### src/rtl/mean_removed_dft_three_channel_unit_defines.svh
// ----------------------------------------------------------------------------
// Assertion macros for the mean removed DFT unit
// Concurrent check macros that compile to nothing when ASSERT_OFF is defined.
// ----------------------------------------------------------------------------
`ifndef MEAN_REMOVED_DFT_THREE_CHANNEL_UNIT_DEFINES_SVH
`define MEAN_REMOVED_DFT_THREE_CHANNEL_UNIT_DEFINES_SVH
`ifndef ASSERT_OFF
`define ASSERT_SAME(lbl, a, c) lbl: assert property (@(posedge clk) disable iff (!rst_n) \
    (a) |-> (c)) else $error("check failed");
`define ASSERT_NEXT(lbl, a, c) lbl: assert property (@(posedge clk) disable iff (!rst_n) \
    (a) |=> (c)) else $error("check failed");
`else
`define ASSERT_SAME(lbl, a, c)
`define ASSERT_NEXT(lbl, a, c)
`endif
`endif

### src/rtl/mrd_pkg.sv
// ----------------------------------------------------------------------------
// Mean removed DFT package
// Shared widths, defaults and the twiddle table construction functions.
// ----------------------------------------------------------------------------
package mrd_pkg;
    localparam int SAMPLE_W = 32;
    localparam int BIN_W = 6;
    localparam int ACC_W = 64;
    localparam int NUM_CH = 3;
    localparam int DIV_LANES = 6;
    localparam int DEF_NUM_SAMPLES = 64;
    localparam int DEF_TWIDDLE_BITS = 16;
    localparam longint Q30_ONE = 64'd1073741824;
    localparam longint HALF_PI_Q30 = 64'd1686629713;

    typedef logic signed [SAMPLE_W-1:0] sample_t;

    function automatic longint taylor_sin(input longint unsigned x);
        longint unsigned x2;
        longint unsigned ts;
        longint s;
        x2 = (x * x) >> 30;
        ts = x;
        s = longint'(x);
        for (int i = 1; i <= 8; i++) begin
            ts = ((ts * x2) >> 30) / 64'((2 * i) * (2 * i + 1));
            if ((i % 2) == 1) s = s - longint'(ts);
            else s = s + longint'(ts);
        end
        if (s < 0) s = 0;
        return s;
    endfunction

    function automatic longint taylor_cos(input longint unsigned x);
        longint unsigned x2;
        longint unsigned tc;
        longint c;
        x2 = (x * x) >> 30;
        tc = Q30_ONE;
        c = Q30_ONE;
        for (int i = 1; i <= 8; i++) begin
            tc = ((tc * x2) >> 30) / 64'((2 * i - 1) * (2 * i));
            if ((i % 2) == 1) c = c - longint'(tc);
            else c = c + longint'(tc);
        end
        if (c < 0) c = 0;
        return c;
    endfunction

    function automatic longint q30_to_tw(input longint v, input int tb);
        int sh;
        longint maxmag;
        longint mag;
        sh = 30 - (tb - 1);
        maxmag = (longint'(1) << (tb - 1)) - 1;
        mag = (v < 0) ? -v : v;
        mag = (mag + (longint'(1) << (sh - 1))) >>> sh;
        if (mag > maxmag) mag = maxmag;
        return (v < 0) ? -mag : mag;
    endfunction
endpackage

### src/rtl/mrd_twiddle_rom.sv
// ----------------------------------------------------------------------------
// Twiddle table
// Constant sine and cosine table of 2*pi*m/N in signed Q1.(TWIDDLE_BITS-1) format.
// ----------------------------------------------------------------------------
module mrd_twiddle_rom
    import mrd_pkg::*;
#(
    parameter int NUM_SAMPLES = DEF_NUM_SAMPLES,
    parameter int TWIDDLE_BITS = DEF_TWIDDLE_BITS,
    localparam int AW = (NUM_SAMPLES > 1) ? $clog2(NUM_SAMPLES) : 1
) (
    input  logic [AW-1:0]                  idx,
    output logic signed [TWIDDLE_BITS-1:0] sin_val,
    output logic signed [TWIDDLE_BITS-1:0] cos_val
);
    logic signed [TWIDDLE_BITS-1:0] sin_tab [NUM_SAMPLES];
    logic signed [TWIDDLE_BITS-1:0] cos_tab [NUM_SAMPLES];

    for (genvar m = 0; m < NUM_SAMPLES; m++) begin : g_rom
        localparam longint Ang = 4 * m;
        localparam longint Quad = Ang / NUM_SAMPLES;
        localparam longint Rem = Ang - Quad * NUM_SAMPLES;
        localparam longint unsigned Xq = (HALF_PI_Q30 * Rem) / NUM_SAMPLES;
        localparam longint Sv = taylor_sin(Xq);
        localparam longint Cv = taylor_cos(Xq);
        localparam longint Rs = ((Quad % 4) == 0) ? Sv : ((Quad % 4) == 1) ? Cv :
                                ((Quad % 4) == 2) ? -Sv : -Cv;
        localparam longint Rc = ((Quad % 4) == 0) ? Cv : ((Quad % 4) == 1) ? -Sv :
                                ((Quad % 4) == 2) ? -Cv : Sv;
        assign sin_tab[m] = TWIDDLE_BITS'(q30_to_tw(Rs, TWIDDLE_BITS));
        assign cos_tab[m] = TWIDDLE_BITS'(q30_to_tw(Rc, TWIDDLE_BITS));
    end

    assign sin_val = sin_tab[idx];
    assign cos_val = cos_tab[idx];
endmodule

### config.mk
export PLATFORM = sky130hd
export DESIGN_NAME = mrd_twiddle_rom
export DESIGN_NICKNAME = d
export VERILOG_FILES = /design/src/rtl/mean_removed_dft_three_channel_unit_defines.svh /design/src/rtl/mrd_pkg.sv /design/src/rtl/mrd_twiddle_rom.sv
export SDC_FILE = /design/constraint.sdc
export NUM_CORES = 1
export LEC_CHECK = 0
export ABC_AREA = 1
export BUFFER_PORTS_ARGS = -buffer_cell sky130_fd_sc_hd__buf_2
export CAP_MARGIN = 30
export CORE_ASPECT_RATIO = 1.75
export CORE_MARGIN = 2
export CORE_UTILIZATION = 50
export DETAILED_ROUTE_END_ITERATION = 8
export GPL_TIMING_DRIVEN = 0
export PLACE_DENSITY_LB_ADDON = 0.25
export SLEW_MARGIN = 25
export SYNTH_ARGS = -nofsm -noshare
export SYNTH_HDL_FRONTEND = slang
export SYNTH_SLANG_ARGS = --single-unit
### constraint.sdc
create_clock -name vclk -period 4.5
set_input_delay 0.675 -clock vclk [all_inputs]
set_output_delay 0.675 -clock vclk [all_outputs]
set_load 0.02 [all_outputs]
==> results.json <==
{
  "ios": 38,
  "seq_cells": 0,
  "slowest_delay_ns": 0.43,
  "postLayoutCoreUtil_pct": 57.4,
  "cp_num_buf_inv": 4,
  "yosys.area.top_type": "nand2_1",
  "route.detailed.drc": 0,
  "cp_common_cell": "nand2_1",
  "final_cell_mix": "nand2_1 (214), nand3_1 (65), buf_2 (50), inv_1 (37), nand4_1 (16)",
  "critPathRequiredTime_ns": 3.83,
  "synth_cells": 424,
  "wire_per_inst_um": 16.7,
  "die_area_mm2": 0.00442,
  "synth_nets": 440,
  "portBuffers": 35,
  "path_class": "in -> out",
  "via_per_inst": 5.87,
  "setup_viol": 0,
  "hold_buffers": 0,
  "vias": 2978,
  "row_count": 30,
  "ir_drop_mv": 0.0891,
  "worstPathCellList": "buf_2 > inv_1 > ha_1 > nor2_1 > nor2_1 > nand2_1 > nand2_1 > nand2_1 > nand2_1 > inv_1 > nand2_1 > buf_2",
  "tightest_slew_ns": 0.495,
  "finalCritPeriodShare_pct": 70.0,
  "ys_top_cells_by_area": "nand2_1 (41%), nand3_1 (17%), inv_1 (7.2%)",
  "max-cap-violations": 0,
  "post_cts_resized": 0,
  "postRouteAntennaNets": 0,
  "drtPass1Iterations": 5,
  "slew_headroom_pct": 67.0,
  "critical_path.max_fanout": 10,
  "fin_crit_ns": 3.15,
  "synth.distinct_cells": 23,
  "grt_pass1_vias": 2641,
  "layout-drive-gt1-share_pct": 15.7,
  "power_density_mw_per_mm2": 145,
  "grt-ovfl-total": 0,
  "critPathSlowestCell": "ha_1",
  "wirelength_mm": 8.49,
  "critPathCaptureType": "primary output",
  "dp.cells": 507,
  "final_area_mm2": 0.00218,
  "start_util_pct": 51.2,
  "critical-path-top-delay-family": "simple AND/OR/NAND/NOR gates",
  "rsz0062_at_grt": "false",
  "yosysSeqAreaShare_pct": 0,
  "arrival_ns": 2.47,
  "post_dp_cell_area_mm2": 0.00218,
  "hold_violations": 0,
  "status": "completed",
  "postSynthAreaPerCell_um2": 4.58,
  "fin_tns_setup_ns": 0,
  "fin_cells": 507,
  "maxSlewViolCount": 0,
  "nClkBuffers": 0,
  "leakagePower_nw": 1.32,
  "n_antenna_cell": 0,
  "gp_congestion": 1.09,
  "hold_class": "in -> out",
  "coreArea_mm2": 0.00379,
  "final_common_cell": "nand2_1",
  "startpoint_type": "primary input",
  "dp_hpwl_mm": 6.44,
  "grt_pass1_wl_mm": 13.6,
  "gr-usage-all-layers_pct": 40.2,
  "regArea_um2": 0,
  "ys_warn_count": 0,
  "die_w_um": 51.1,
  "p_total_w": 0.000316,
  "fmax_mhz": 318,
  "initialDrtViolationCount": 203,
  "post-cts-setup-buffers": 0,
  "area_delta_synth_final_pct": 12.1,
  "syn_area_mm2": 0.00194,
  "die_y_um": 86.4,
  "synth_top_area_share_pct": 41.4,
  "final_nets": 477,
  "antenna_found_initial": 0,
  "grt_max_degree": 12
}
==> routing by layer <==
metal  vias up  wire length [um]  global-route usage (%)
li1       1423                 -                       -
met1      1283              2950                    47.7
met2       228              4120                    67.9
met3        44               892                    5.34
met4         0               523                    22.4
met5         -                 0                       0
==> power by group <==
group	internal [W]	switching, W	leakage [nW]
clock	0	0	0
sequential	0	0	0
combinational	0.0000949	0.000221	1.32
total	0.0000949	0.000221	1.32
==> through the flow <==
step | setup slack (ns) | hold WS (ns)
2_1_floorplan | 1.98 | 1.60
3_5_place_dp | 1.40 | 1.76
3_3_place_gp | 1.36 | 1.76
6_report | 1.35 | 1.76
4_1_cts | 1.40 | 1.76
5_1_grt | 1.23 | 1.79
==> cells in the mapped netlist, types with 4 or more instances <==
master    count
inv_1        37
ha_1         10
o21ai_0      14
a21oi_1       4
o211ai_1      4
nand2_2       4
inv_2         6
nand3_1      65
buf_2        15
buf_4         5
nand4_1      16
nand2_1     214
nor2_1       15
==> path summary, 6_finish.rpt <==
kind                  startpoint  slack [ns]         end  cells past startpoint
worst max-delay path      idx[0]        1.35  cos_val[2]                     12
worst min-delay path      idx[4]        1.76  sin_val[0]                      3
==> kinds of logic (layout without fill, tap and decap cells) <==
| group | after synthesis | after routing | synth area share (%) |
|---|---|---|---|
| buffers and inverters | 67 | 102 | 15.7 |
| adder cells (fa/ha/maj) | 10 | 10 | 6.45 |
| AND/OR/NAND/NOR | 319 | 319 | 69.6 |
| AO/OA/AOI/OAI | 28 | 28 | 8.25 |
==> final cells by class <==
class                      count  area [um2]
multi-input combinational    357        1640
fill                         449        1620
tap                           48        60.1
buffer                        23         139
inverter                      44         165
timing repair buffer          35         175
Power figures use the tool's default switching activity.
