`src/rtl/mean_removed_dft_three_channel_unit_defines.svh`:
```
// ----------------------------------------------------------------------------
// Assertion macros for the mean removed DFT unit
// Concurrent check macros that compile to nothing when ASSERT_OFF is defined.
// ----------------------------------------------------------------------------
`ifndef MEAN_REMOVED_DFT_THREE_CHANNEL_UNIT_DEFINES_SVH
`define MEAN_REMOVED_DFT_THREE_CHANNEL_UNIT_DEFINES_SVH
`ifndef ASSERT_OFF
`define ASSERT_SAME(lbl, a, c) lbl: assert property (@(posedge clk) disable iff (!rst_n) \
    (a) |-> (c)) else $error("check failed");
`define ASSERT_NEXT(lbl, a, c) lbl: assert property (@(posedge clk) disable iff (!rst_n) \
    (a) |=> (c)) else $error("check failed");
`else
`define ASSERT_SAME(lbl, a, c)
`define ASSERT_NEXT(lbl, a, c)
`endif
`endif

```
`src/rtl/mrd_pkg.sv`:
```
// ----------------------------------------------------------------------------
// Mean removed DFT package
// Shared widths, defaults and the twiddle table construction functions.
// ----------------------------------------------------------------------------
package mrd_pkg;
    localparam int SAMPLE_W = 32;
    localparam int BIN_W = 6;
    localparam int ACC_W = 64;
    localparam int NUM_CH = 3;
    localparam int DIV_LANES = 6;
    localparam int DEF_NUM_SAMPLES = 64;
    localparam int DEF_TWIDDLE_BITS = 16;
    localparam longint Q30_ONE = 64'd1073741824;
    localparam longint HALF_PI_Q30 = 64'd1686629713;

    typedef logic signed [SAMPLE_W-1:0] sample_t;

    function automatic longint taylor_sin(input longint unsigned x);
        longint unsigned x2;
        longint unsigned ts;
        longint s;
        x2 = (x * x) >> 30;
        ts = x;
        s = longint'(x);
        for (int i = 1; i <= 8; i++) begin
            ts = ((ts * x2) >> 30) / 64'((2 * i) * (2 * i + 1));
            if ((i % 2) == 1) s = s - longint'(ts);
            else s = s + longint'(ts);
        end
        if (s < 0) s = 0;
        return s;
    endfunction

    function automatic longint taylor_cos(input longint unsigned x);
        longint unsigned x2;
        longint unsigned tc;
        longint c;
        x2 = (x * x) >> 30;
        tc = Q30_ONE;
        c = Q30_ONE;
        for (int i = 1; i <= 8; i++) begin
            tc = ((tc * x2) >> 30) / 64'((2 * i - 1) * (2 * i));
            if ((i % 2) == 1) c = c - longint'(tc);
            else c = c + longint'(tc);
        end
        if (c < 0) c = 0;
        return c;
    endfunction

    function automatic longint q30_to_tw(input longint v, input int tb);
        int sh;
        longint maxmag;
        longint mag;
        sh = 30 - (tb - 1);
        maxmag = (longint'(1) << (tb - 1)) - 1;
        mag = (v < 0) ? -v : v;
        mag = (mag + (longint'(1) << (sh - 1))) >>> sh;
        if (mag > maxmag) mag = maxmag;
        return (v < 0) ? -mag : mag;
    endfunction
endpackage

```
`src/rtl/mrd_divn.sv`:
```
// ----------------------------------------------------------------------------
// Multi-lane constant divider
// Reciprocal multiplication, ten numerator bits per cycle in every lane.
// ----------------------------------------------------------------------------
module mrd_divn
    import mrd_pkg::*;
#(
    parameter int LANES = DIV_LANES,
    parameter int DIVISOR = DEF_NUM_SAMPLES,
    localparam int NW = ACC_W,
    localparam int DW = 10,
    localparam int STEPS = 4,
    localparam int UW = DW * STEPS,
    localparam int SH = UW + $clog2(DIVISOR),
    localparam int PW = UW + SH,
    localparam int CNTW = $clog2(STEPS + 1)
) (
    input  logic                      clk,
    input  logic                      rst_n,
    input  logic                      start,
    input  logic [LANES-1:0][NW-1:0]  num,
    output logic                      done,
    output logic [LANES-1:0][NW-1:0]  quot
);
    // Numerators stay below 2^UW, so a reciprocal rounded up with SH fraction
    // bits gives the exact truncated quotient.
    localparam logic [SH-1:0] RECIP =
        SH'(((longint'(1) << SH) + longint'(DIVISOR) - 1) / longint'(DIVISOR));

    logic [CNTW-1:0]             cnt_reg;
    logic                        busy_reg;
    logic                        done_reg;
    logic [LANES-1:0][UW-1:0]    n_reg;
    logic [LANES-1:0][PW-1:0]    acc_reg;
    logic [LANES-1:0][SH+DW-1:0] part;
    logic [LANES-1:0][PW-1:0]    acc_next;

    always_comb
    begin
        for (int l = 0; l < LANES; l++)
        begin
            part[l] = RECIP * n_reg[l][UW-1 -: DW];
            acc_next[l] = (acc_reg[l] << DW) + PW'(part[l]);
        end
    end

    always_ff @(posedge clk or negedge rst_n)
    begin
        if (!rst_n)
        begin
            cnt_reg <= '0;
            busy_reg <= 1'b0;
            done_reg <= 1'b0;
        end
        else
        begin
            done_reg <= 1'b0;
            if (start)
            begin
                cnt_reg <= CNTW'(STEPS);
                busy_reg <= 1'b1;
            end
            else if (busy_reg)
            begin
                cnt_reg <= cnt_reg - 1'b1;
                if (cnt_reg == CNTW'(1))
                begin
                    busy_reg <= 1'b0;
                    done_reg <= 1'b1;
                end
            end
        end
    end

    always_ff @(posedge clk)
    begin
        for (int l = 0; l < LANES; l++)
        begin
            if (start)
            begin
                n_reg[l] <= num[l][UW-1:0];
                acc_reg[l] <= '0;
            end
            else if (busy_reg)
            begin
                n_reg[l] <= n_reg[l] << DW;
                acc_reg[l] <= acc_next[l];
            end
        end
    end

    always_comb
    begin
        for (int l = 0; l < LANES; l++)
        begin
            quot[l] = NW'(acc_reg[l][PW-1:SH]);
        end
    end

    assign done = done_reg;
endmodule

```
`config.mk`:
```
export PLATFORM = sky130hd
export DESIGN_NAME = mrd_divn
export DESIGN_NICKNAME = d
export VERILOG_FILES = /design/src/rtl/mean_removed_dft_three_channel_unit_defines.svh /design/src/rtl/mrd_pkg.sv /design/src/rtl/mrd_divn.sv
export SDC_FILE = /design/constraint.sdc
export NUM_CORES = 1
export LEC_CHECK = 0
export BUFFER_PORTS_ARGS = -buffer_cell sky130_fd_sc_hd__clkbuf_2
export CELL_PAD_IN_SITES_DETAIL_PLACEMENT = 2
export CELL_PAD_IN_SITES_GLOBAL_PLACEMENT = 2
export CORE_AREA = 2 2 305 307
export CTS_BUF_LIST = sky130_fd_sc_hd__clkbuf_4
export CTS_CLUSTER_DIAMETER = 100
export DETAILED_ROUTE_END_ITERATION = 16
export DIE_AREA = 0 0 307 309
export GPL_TIMING_DRIVEN = 1
export MAX_ROUTING_LAYER = met4
export PLACE_DENSITY_LB_ADDON = 0.15
export SLEW_MARGIN = 10
export SYNTH_ARGS = -nofsm -noshare
export SYNTH_HDL_FRONTEND = slang
export SYNTH_SLANG_ARGS = --single-unit
```
`constraint.sdc`:
```
create_clock -name clk -period 4.7 [get_ports clk]
set_clock_uncertainty 0.2 [all_clocks]
set_input_delay 0.47 -clock clk [delete_from_list [all_inputs] [get_ports clk]]
set_output_delay 0.47 -clock clk [all_outputs]
set_load 0.01 [all_outputs]
```
==> out/qor.yml <==
power_and_ir_drop:
  p_comb_share_pct: 14.0
  p_per_area_mw_per_mm2: 376
  pwr-share-seq_pct: 46.0
  switching_share_pct: 26.8
  clkPwrFrac_pct: 39.9
  p_int_w: 0.00865
  ir_worst_vdd_v: 0.000179
  leakage_nw: 15.7
  power_switching_w: 0.00317
sta:
  worst_slack_ns: 2.00
  setup_viol: 0
  timing.hold.ws_ns: 0.164
  fmax_ghz: 0.370
  rsz0062_at_grt: "false"
  fin_tns_setup_ns: 0
  hold_viol_final: 0
  post-route-min-period_ns: 2.70
  period_share_pct: 57.5
  drv_slew: 0
  slew_headroom_pct: 24.5
  worst_pin_slew_ns: 1.13
drt:
  drt-wirelength-per-cell_um: 18.1
  dr.max_layer_used: "met4"
  dr_wl_met2_um: 37500
  dr.pass1.iters: 5
  vias: 15700
  via_per_inst: 3.95
  dr.first_iter.drc_count: 435
  wl_met1_um: 28100
  ant_nets: 0
  drcViolationCount: 0
  wl_um: 72000
  dr_wl_met3_um: 4480
placed_design:
  post-place-cells: 3164
  dp_slack_ns: 1.84
  gp_congestion: 0.739
  place.port_buffers: 483
  dp_hpwl_um: 42900
synthesis:
  netlist_area_mm2: 0.0228
  syn_avg_cell_area_um2: 13.1
  synthCells: 1744
  synth.distinct_cells: 26
  synth_seq_area_share_pct: 56.4
  yosysWarnings: 0
  ys_seq_elements: 521
worst_setup_path:
  criticalPathCategory: "register to register"
  cp_top_family: "buffers and inverters"
  cp_common_cell: "buf_4"
  path_max_fanout: 57
  crit_slowest_cell: "buf_4"
  worstSetupStartpointType: "register"
  endpoint_kind: "register"
  crit_arrival_ns: 3.35
  crit_buf_inv: 2
  critPathRequiredTime_ns: 5.34
  crit_chain: "buf_4, buf_4, mux2i_1, nor2_1"
  cp.depth: 4
  slowest_delay_ns: 0.87
  ff2ff_path_depth: 4
cts:
  htreeDepth: 4
  clockBufferDepth: 3
  root_buffer: "clkbuf_4"
  clk_latency_ns: 1.03
  clkTransAtPathRegs_ns: 0.06
  cts_num_sinks: 521
  cts_made_buffers: 160
  post_cts_buffers: 0
  cts_tree: "built"
floorplanning:
  fp.dieW_um: 307
  core_mm2: 0.0914
  io_pins: 772
  initial_utilization_pct: 24.9
  rows: 111
  die_y_um: 309
  die_area_mm2: 0.0949
worst_hold_path:
  hp-class: "primary input to register"
  hold_path_depth: 3
layout:
  drive_gt1_share_pct: 34.5
  final_common_cell: "dlygate4sd3_1"
  fin_cells: 3979
  final_cell_mix: "dlygate4sd3_1 (502), clkbuf_2 (482), nor2_1 (277)"
  final_nets: 3031
  syn_to_final_growth_pct: 38.0
grt:
  antenna_found_initial: 21
  grt_pass1_vias: 17900
  grt_overflow: 0
  grt_pass1_wl_um: 108000
  grt.total_usage_pct: 15.4
  grt_max_degree: 177
outcome:
  status: "finished, final reports clean"
run:
  cap_violations: 0
power by group through the flow:
stage	logic, W	clock network [W]	registers (W)
after detailed placement	0.00129	0	0.00554
after floorplan	0.00115	0	0.00545
after global routing	0.00181	0.00524	0.00549
after global placement	0.00126	0	0.00552
final	0.00166	0.00472	0.00544
after CTS	0.00165	0.00492	0.00544
per-stage QoR:
stage / area [µm²] / util [%] / power, W
3_5_place_dp: 24300 / 26.6 / 0.00683
6_report: 31500 / 34.4 / 0.0118
4_1_cts: 31400 / 34.4 / 0.0120
5_1_grt: 31500 / 34.4 / 0.0125
2_1_floorplan: 23300 / - / 0.00660
3_3_place_gp: 24300 / 26.6 / 0.00678
layout make-up:
| type | count | area (µm²) |
|---|---|---|
| antenna | 20 | 50.0 |
| clock buffer | 258 | 1940 |
| clock inverter | 35 | 174 |
| fill | 9806 | 59900 |
| inverter | 2 | 7.51 |
| multi-input combinational | 950 | 7250 |
| sequential | 521 | 12900 |
| tap | 1186 | 1480 |
| timing repair buffer | 1007 | 7700 |
cells by family after synthesis:
kind of cell	after synthesis	share of synthesized area, %
compound gates	4	0.110
xor+xnor	1	0.0384
fa+ha+maj	2	0.110
buf+inv	416	14.1
flops	521	56.4
mux	456	22.8
other cells	1	0.0164
simple gates	343	6.38
synth_stat cells:
library cell / n / area (µm²)
a21o_1: 1 / 7.51
a21oi_1: 2 / 10.0
and2_1: 60 / 375
and3_1: 1 / 6.26
buf_2: 28 / 140
buf_4: 335 / 2510
buf_6: 34 / 383
buf_8: 10 / 150
clkbuf_1: 6 / 22.5
clkbuf_4: 1 / 7.51
conb_1: 1 / 3.75
dfrtp_1: 5 / 125
dfxtp_1: 276 / 5530
edfxtp_1: 240 / 7210
ha_1: 2 / 25.0
inv_1: 2 / 7.51
mux2_1: 1 / 11.3
mux2_2: 70 / 788
mux2_4: 109 / 1640
mux2i_1: 276 / 2760
nand2b_1: 3 / 18.8
nor2_1: 277 / 1040
nor3b_1: 1 / 7.51
o21bai_1: 1 / 7.51
or2_2: 1 / 6.26
xnor2_1: 1 / 8.76
path summary, 6_finish.rpt:
| path | start | endpoint | slack, ns |
|---|---|---|---|
| min reg2reg | n_reg[74] | acc_reg[130] | 0.26 |
| max in group asynchronous | rst_n | busy_reg | 3.81 |
| min in group asynchronous | rst_n | cnt_reg[0] | 0.24 |
| max | busy_reg | quot[344] | 2.00 |
| min | num[213] | n_reg[141] | 0.16 |
| max reg2reg | busy_reg | quot[344] | 2.00 |
worst min-delay path: stages:
cell and delay (ns):
dlygate4sd3_1 0.53, clkbuf_2 0.12, mux2_4 0.13
timing repair:
action,in CTS,in global routing
hold buffers,502,0
resized for setup,0,0
hold endpoints to repair,302,0
metal layers:
layer / vias to the layer above / global-route usage (%)
met5: - / -
met3: 142 / 5.16
li1: 7426 / -
met1: 7621 / 16.1
met4: 0 / 5.87
met2: 532 / 26.9
Power figures use the tool's default switching activity.
