File: config.mk
export PLATFORM = sky130hd
export DESIGN_NAME = mrd_isqrt
export DESIGN_NICKNAME = d
export VERILOG_FILES = /design/src/rtl/mean_removed_dft_three_channel_unit_defines.svh /design/src/rtl/mrd_pkg.sv /design/src/rtl/mrd_isqrt.sv
export SDC_FILE = /design/constraint.sdc
export NUM_CORES = 2
export LEC_CHECK = 0
export ABC_AREA = 1
export BUFFER_PORTS_ARGS = -buffer_cell sky130_fd_sc_hd__buf_2
export CELL_PAD_IN_SITES_DETAIL_PLACEMENT = 0
export CELL_PAD_IN_SITES_GLOBAL_PLACEMENT = 1
export CORE_AREA = 2 2 326 393
export CTS_BUF_LIST = sky130_fd_sc_hd__clkbuf_8
export CTS_CLUSTER_DIAMETER = 200
export CTS_CLUSTER_SIZE = 20
export DETAILED_ROUTE_END_ITERATION = 12
export DIE_AREA = 0 0 328 395
export GPL_ROUTABILITY_DRIVEN = 0
export PLACE_DENSITY = 0.88
export SETUP_SLACK_MARGIN = 0.1
export SLEW_MARGIN = 0
export SYNTH_ARGS = -nofsm -noshare
export SYNTH_HDL_FRONTEND = slang
export SYNTH_SLANG_ARGS = --single-unit
File: constraint.sdc
create_clock -name clk -period 9.82 [get_ports clk]
set_clock_uncertainty 0.1 [all_clocks]
set_input_delay 1.473 -clock clk [delete_from_list [all_inputs] [get_ports clk]]
set_output_delay 1.473 -clock clk [all_outputs]
set_load 0.02 [all_outputs]
File: src/rtl/mean_removed_dft_three_channel_unit_defines.svh
// ----------------------------------------------------------------------------
// Assertion macros for the mean removed DFT unit
// Concurrent check macros that compile to nothing when ASSERT_OFF is defined.
// ----------------------------------------------------------------------------
`ifndef MEAN_REMOVED_DFT_THREE_CHANNEL_UNIT_DEFINES_SVH
`define MEAN_REMOVED_DFT_THREE_CHANNEL_UNIT_DEFINES_SVH
`ifndef ASSERT_OFF
`define ASSERT_SAME(lbl, a, c) lbl: assert property (@(posedge clk) disable iff (!rst_n) \
    (a) |-> (c)) else $error("check failed");
`define ASSERT_NEXT(lbl, a, c) lbl: assert property (@(posedge clk) disable iff (!rst_n) \
    (a) |=> (c)) else $error("check failed");
`else
`define ASSERT_SAME(lbl, a, c)
`define ASSERT_NEXT(lbl, a, c)
`endif
`endif

File: src/rtl/mrd_pkg.sv
// ----------------------------------------------------------------------------
// Mean removed DFT package
// Shared widths, defaults and the twiddle table construction functions.
// ----------------------------------------------------------------------------
package mrd_pkg;
    localparam int SAMPLE_W = 32;
    localparam int BIN_W = 6;
    localparam int ACC_W = 64;
    localparam int NUM_CH = 3;
    localparam int DIV_LANES = 6;
    localparam int DEF_NUM_SAMPLES = 64;
    localparam int DEF_TWIDDLE_BITS = 16;
    localparam longint Q30_ONE = 64'd1073741824;
    localparam longint HALF_PI_Q30 = 64'd1686629713;

    typedef logic signed [SAMPLE_W-1:0] sample_t;

    function automatic longint taylor_sin(input longint unsigned x);
        longint unsigned x2;
        longint unsigned ts;
        longint s;
        x2 = (x * x) >> 30;
        ts = x;
        s = longint'(x);
        for (int i = 1; i <= 8; i++) begin
            ts = ((ts * x2) >> 30) / 64'((2 * i) * (2 * i + 1));
            if ((i % 2) == 1) s = s - longint'(ts);
            else s = s + longint'(ts);
        end
        if (s < 0) s = 0;
        return s;
    endfunction

    function automatic longint taylor_cos(input longint unsigned x);
        longint unsigned x2;
        longint unsigned tc;
        longint c;
        x2 = (x * x) >> 30;
        tc = Q30_ONE;
        c = Q30_ONE;
        for (int i = 1; i <= 8; i++) begin
            tc = ((tc * x2) >> 30) / 64'((2 * i - 1) * (2 * i));
            if ((i % 2) == 1) c = c - longint'(tc);
            else c = c + longint'(tc);
        end
        if (c < 0) c = 0;
        return c;
    endfunction

    function automatic longint q30_to_tw(input longint v, input int tb);
        int sh;
        longint maxmag;
        longint mag;
        sh = 30 - (tb - 1);
        maxmag = (longint'(1) << (tb - 1)) - 1;
        mag = (v < 0) ? -v : v;
        mag = (mag + (longint'(1) << (sh - 1))) >>> sh;
        if (mag > maxmag) mag = maxmag;
        return (v < 0) ? -mag : mag;
    endfunction
endpackage

File: src/rtl/mrd_isqrt.sv
// ----------------------------------------------------------------------------
// Multi-lane integer square root
// Bitwise square root of 64-bit values, one result bit per cycle per lane.
// ----------------------------------------------------------------------------
module mrd_isqrt
    import mrd_pkg::*;
#(
    parameter int LANES = NUM_CH
) (
    input  logic                        clk,
    input  logic                        rst_n,
    input  logic                        start,
    input  logic [LANES-1:0][ACC_W-1:0] val,
    output logic                        done,
    output logic [LANES-1:0][31:0]      root
);
    logic [5:0]                  cnt_reg;
    logic                        busy_reg;
    logic                        done_reg;
    logic [ACC_W-1:0]            bit_reg;
    logic [LANES-1:0][ACC_W-1:0] v_reg;
    logic [LANES-1:0][ACC_W-1:0] res_reg;
    logic [LANES-1:0][ACC_W-1:0] v_next;
    logic [LANES-1:0][ACC_W-1:0] res_next;

    always_comb
    begin
        for (int l = 0; l < LANES; l++)
        begin
            if (v_reg[l] >= res_reg[l] + bit_reg)
            begin
                v_next[l] = v_reg[l] - (res_reg[l] + bit_reg);
                res_next[l] = (res_reg[l] >> 1) + bit_reg;
            end
            else
            begin
                v_next[l] = v_reg[l];
                res_next[l] = res_reg[l] >> 1;
            end
        end
    end

    always_ff @(posedge clk or negedge rst_n)
    begin
        if (!rst_n)
        begin
            cnt_reg <= '0;
            busy_reg <= 1'b0;
            done_reg <= 1'b0;
        end
        else
        begin
            done_reg <= 1'b0;
            if (start)
            begin
                cnt_reg <= 6'd32;
                busy_reg <= 1'b1;
            end
            else if (busy_reg)
            begin
                cnt_reg <= cnt_reg - 1'b1;
                if (cnt_reg == 6'd1)
                begin
                    busy_reg <= 1'b0;
                    done_reg <= 1'b1;
                end
            end
        end
    end

    always_ff @(posedge clk)
    begin
        if (start)
        begin
            v_reg <= val;
            res_reg <= '0;
            bit_reg <= ACC_W'(64'h4000_0000_0000_0000);
        end
        else if (busy_reg)
        begin
            v_reg <= v_next;
            res_reg <= res_next;
            bit_reg <= bit_reg >> 2;
        end
    end

    always_comb
    begin
        for (int l = 0; l < LANES; l++)
        begin
            root[l] = res_reg[l][31:0];
        end
    end

    assign done = done_reg;
endmodule

==> metrics.md <==
| Metric | Value |
|---|---|
| Final std cells w/o fill | `11800` |
| Number of maximum-capacitance constraint violations | `0` |
| Via count | `66300` |
| Transition time at the pin with the least slew margin | `1.19 ns` |
| Max Freq | `150 MHz` |
| Final setup viols | `0` |
| Final hold slack | `0.406 ns` |
| Cts bufs inserted | `25` |
| Pins over their slew limit | `0` |
| Number of instances in the synthesized netlist | `9980` |
| Worst Path Max Fanout | `94` |
| Number of nets still failing antenna checks after routing | `0` |
| Die Height | `395 microns` |
| Part of the Yosys area used for sequential elements | `0.186` |
| Detailed-routing iteration count for the pre-antenna-repair pass | `10` |
| Endpoint kind of the worst setup timing path | `flip-flop` |
| Shortest clock period the worst path allows after layout | `6.69 ns` |
| Arrival time reported for the critical path endpoint | `7.40 ns` |
| Total instance count after detailed placement | `11700` |
| Clock latency on the worst-skew pair | `0.88 ns` |
| Core area | `126000 sq um` |
| Flop2flop setup slack | `3.13 ns` |
| Die Span X | `328 microns` |
| Worst min-delay path category | `in2async` |
| Number of antenna violations at the first check in global routing | `3` |
| Number of DRC markers in iteration 0 | `6995` |
| RSZ-0062 raised after global routing | `no` |
| Post-CTS setup buffer count | `0` |
| Net Count, Synth | `10600` |
| Routed length per placed instance | `20.9 microns` |
| Fraction of layout instances using a drive strength above 1 | `0.0497` |
| CTS tree | `done` |
| Leak pwr | `27.4 nW` |
| CTS resizes | `0` |
| Hold bufs inserted after CTS | `0` |
| Cell area after synthesis | `56200 sq um` |
| H-tree levels | `1` |
| Number of sinks driven by the clock tree | `424` |
| Most prevalent standard cell on the critical path | `sky130_fd_sc_hd__nand2_1` |
| Kind of critical path | `reg2reg` |
| Worst vdd rail ir drop | `0.235 mV` |
| Average cell area after synthesis | `5.63 sq um` |
| Number of buffers inserted by port buffering | `291` |
| Family of cells with the greatest summed delay on the critical path | `simple AND/OR/NAND/NOR gates` |
| Ys flop type | `sky130_fd_sc_hd__dfxtp_1` |
| Required time of the worst setup path | `10.53 ns` |
| Setup TNS after final layout | `0 ns` |
| Worst-case setup slack after placement | `3.56 ns` |
| Final nets | `10700` |
| Number of global-route vias before repair | `62300` |
| Area leader, netlist | `sky130_fd_sc_hd__nand2_1` |
| Row count | `143` |
| Flip-flop count of the largest register, all copies and words added | `192` |
| Cell-by-cell trace of the critical path | `ha_1, inv_1, o21ai_0, inv_1, o21bai_1, nor2_1, a21oi_1, xor2_1, ha_1, nand2_1, nand2_1, nand3_1, nand2_1, nand2_1, nand2_1, nand2_1, nand2_1, a21oi_4, nand2_4, nand3_1, nand3_1, nand2_1` |
| Top area cells in the synthesized netlist | `sky130_fd_sc_hd__nand2_1 (22%), sky130_fd_sc_hd__edfxtp_1 (10%), sky130_fd_sc_hd__inv_1 (9.8%)` |
| Wire length of the first global-routing pass | `363000 microns` |
| Result of the run | `finished, final reports clean` |
| Final hold violation count | `0` |
| Post-DP HPWL | `201000 microns` |
| Final period util | `0.681` |
| Headroom to the max-slew limit | `0.199` |
| Largest stage delay on the critical path | `0.97 ns` |
| Clock-pin slew reported for the worst setup and hold paths after clock tree synthesis | `0.15 ns` |
| Count leader, synth | `sky130_fd_sc_hd__nand2_1` |
| Remaining design rule violation count | `0` |
| Combined buffer and inverter count along the critical path | `2` |
| Effective utilization at floorplan | `0.447` |
| Area growth, synth to finish | `5.20%` |
| Yosys warnings | `0` |
| Power Dens Cells | `266 nW/um^2` |
| Fraction of post-synthesis cell area in the top cell type by area | `0.224` |
| Leading post-synthesis cells by instance count | `sky130_fd_sc_hd__nand2_1 (3359), sky130_fd_sc_hd__inv_1 (1463), sky130_fd_sc_hd__nor2_1 (1149)` |
| IO Count | `292` |
| Share of synthesized flip-flops with an asynchronous set or reset | `0.0189` |
| Post-synthesis cell type count | `53` |
| EDFF count, synth | `192` |
| Maximum root-to-sink buffer count | `3` |
| Pin count of the biggest net entering global routing | `158` |
| Vias per inst | `5.63` |
| Post-synthesis sequential element count | `424` |
| CTS root buffer | `sky130_fd_sc_hd__clkbuf_8` |
| Kind of start point of the critical path | `flip-flop` |
| Least setup slack across all paths after layout | `3.13 ns` |
| Full die area | `130000 sq um` |
| Slowest stage cell on the critical path | `sky130_fd_sc_hd__dfxtp_1` |
| Routed wire length | `246000 microns` |
| Total grt overflow | `0` |
| Overall track demand over capacity in global routing | `0.364` |
[area by class of cell]
class,instances,area (sq um)
antenna,4,10.0
clock buffer,25,344
clock inverter,15,72.6
fill,13800,66600
inverter,1477,5550
multi-input combinational,7838,38800
sequential,424,10500
tap,1667,2090
timing repair buffer,336,1830
[power by group]
| part | internal [mW] | switching (mW) |
|---|---|---|
| logic | 3.54 | 7.74 |
| clock network | 0.242 | 0.743 |
| registers | 2.72 | 0.728 |
| total | 6.50 | 9.21 |
[layout by cell type (no fill, tap or decap), drive strengths merged, types with 148 or more instances in the layout]
master / count
edfxtp: 192
nand3: 947
dfxtp: 224
nor2: 1164
a21oi: 542
ha: 392
inv: 1490
nand2: 3370
buf: 335
o21ai: 585
xnor2: 148
[path summary, 6_finish.rpt]
check	start	to	depth (start not counted)
setup / recovery	bit_reg[26]$_SDFFE_PP0P_	res_reg[170]$_SDFFE_PP0P_	22
hold / removal	rst_n	cnt_reg[2]$_DFFE_PN0P_	1
setup reg to reg	bit_reg[26]$_SDFFE_PP0P_	res_reg[170]$_SDFFE_PP0P_	22
hold reg to reg	cnt_reg[4]$_DFFE_PN0P_	cnt_reg[4]$_DFFE_PN0P_	1
max in group asynchronous	rst_n	cnt_reg[3]$_DFFE_PN0P_	1
min in group clk	cnt_reg[4]$_DFFE_PN0P_	cnt_reg[4]$_DFFE_PN0P_	1
[metrics by stage]
step,power [mW],area [sq um],util
2_1_floorplan,11.3,56200,-
3_3_place_gp,14.2,58700,0.467
3_5_place_dp,14.3,58700,0.467
4_1_cts,15.3,59100,0.470
5_1_grt,16.9,59100,0.470
6_report,15.7,59100,0.470
[cell families after synthesis]
kind of cell,after synthesis,share of synthesized area
and+or+nand+nor,5824,0.429
DFF,424,0.186
buffers and inverters,1718,0.125
xor gates and xnor gates,252,0.0393
AOI/OAI and AO/OA,1367,0.133
adders and majority gates,395,0.0883
[layer usage]
metal  global-route usage  vias up  routed length (microns)
met3               0.0693      851                    23900
met4                0.280        2                    23100
met1                0.430    29900                    92300
met5                    0        -                       20
li1                     -    32200                        -
met2                0.581     3386                   107000
No activity file was read; power rests on OpenSTA's default activity.
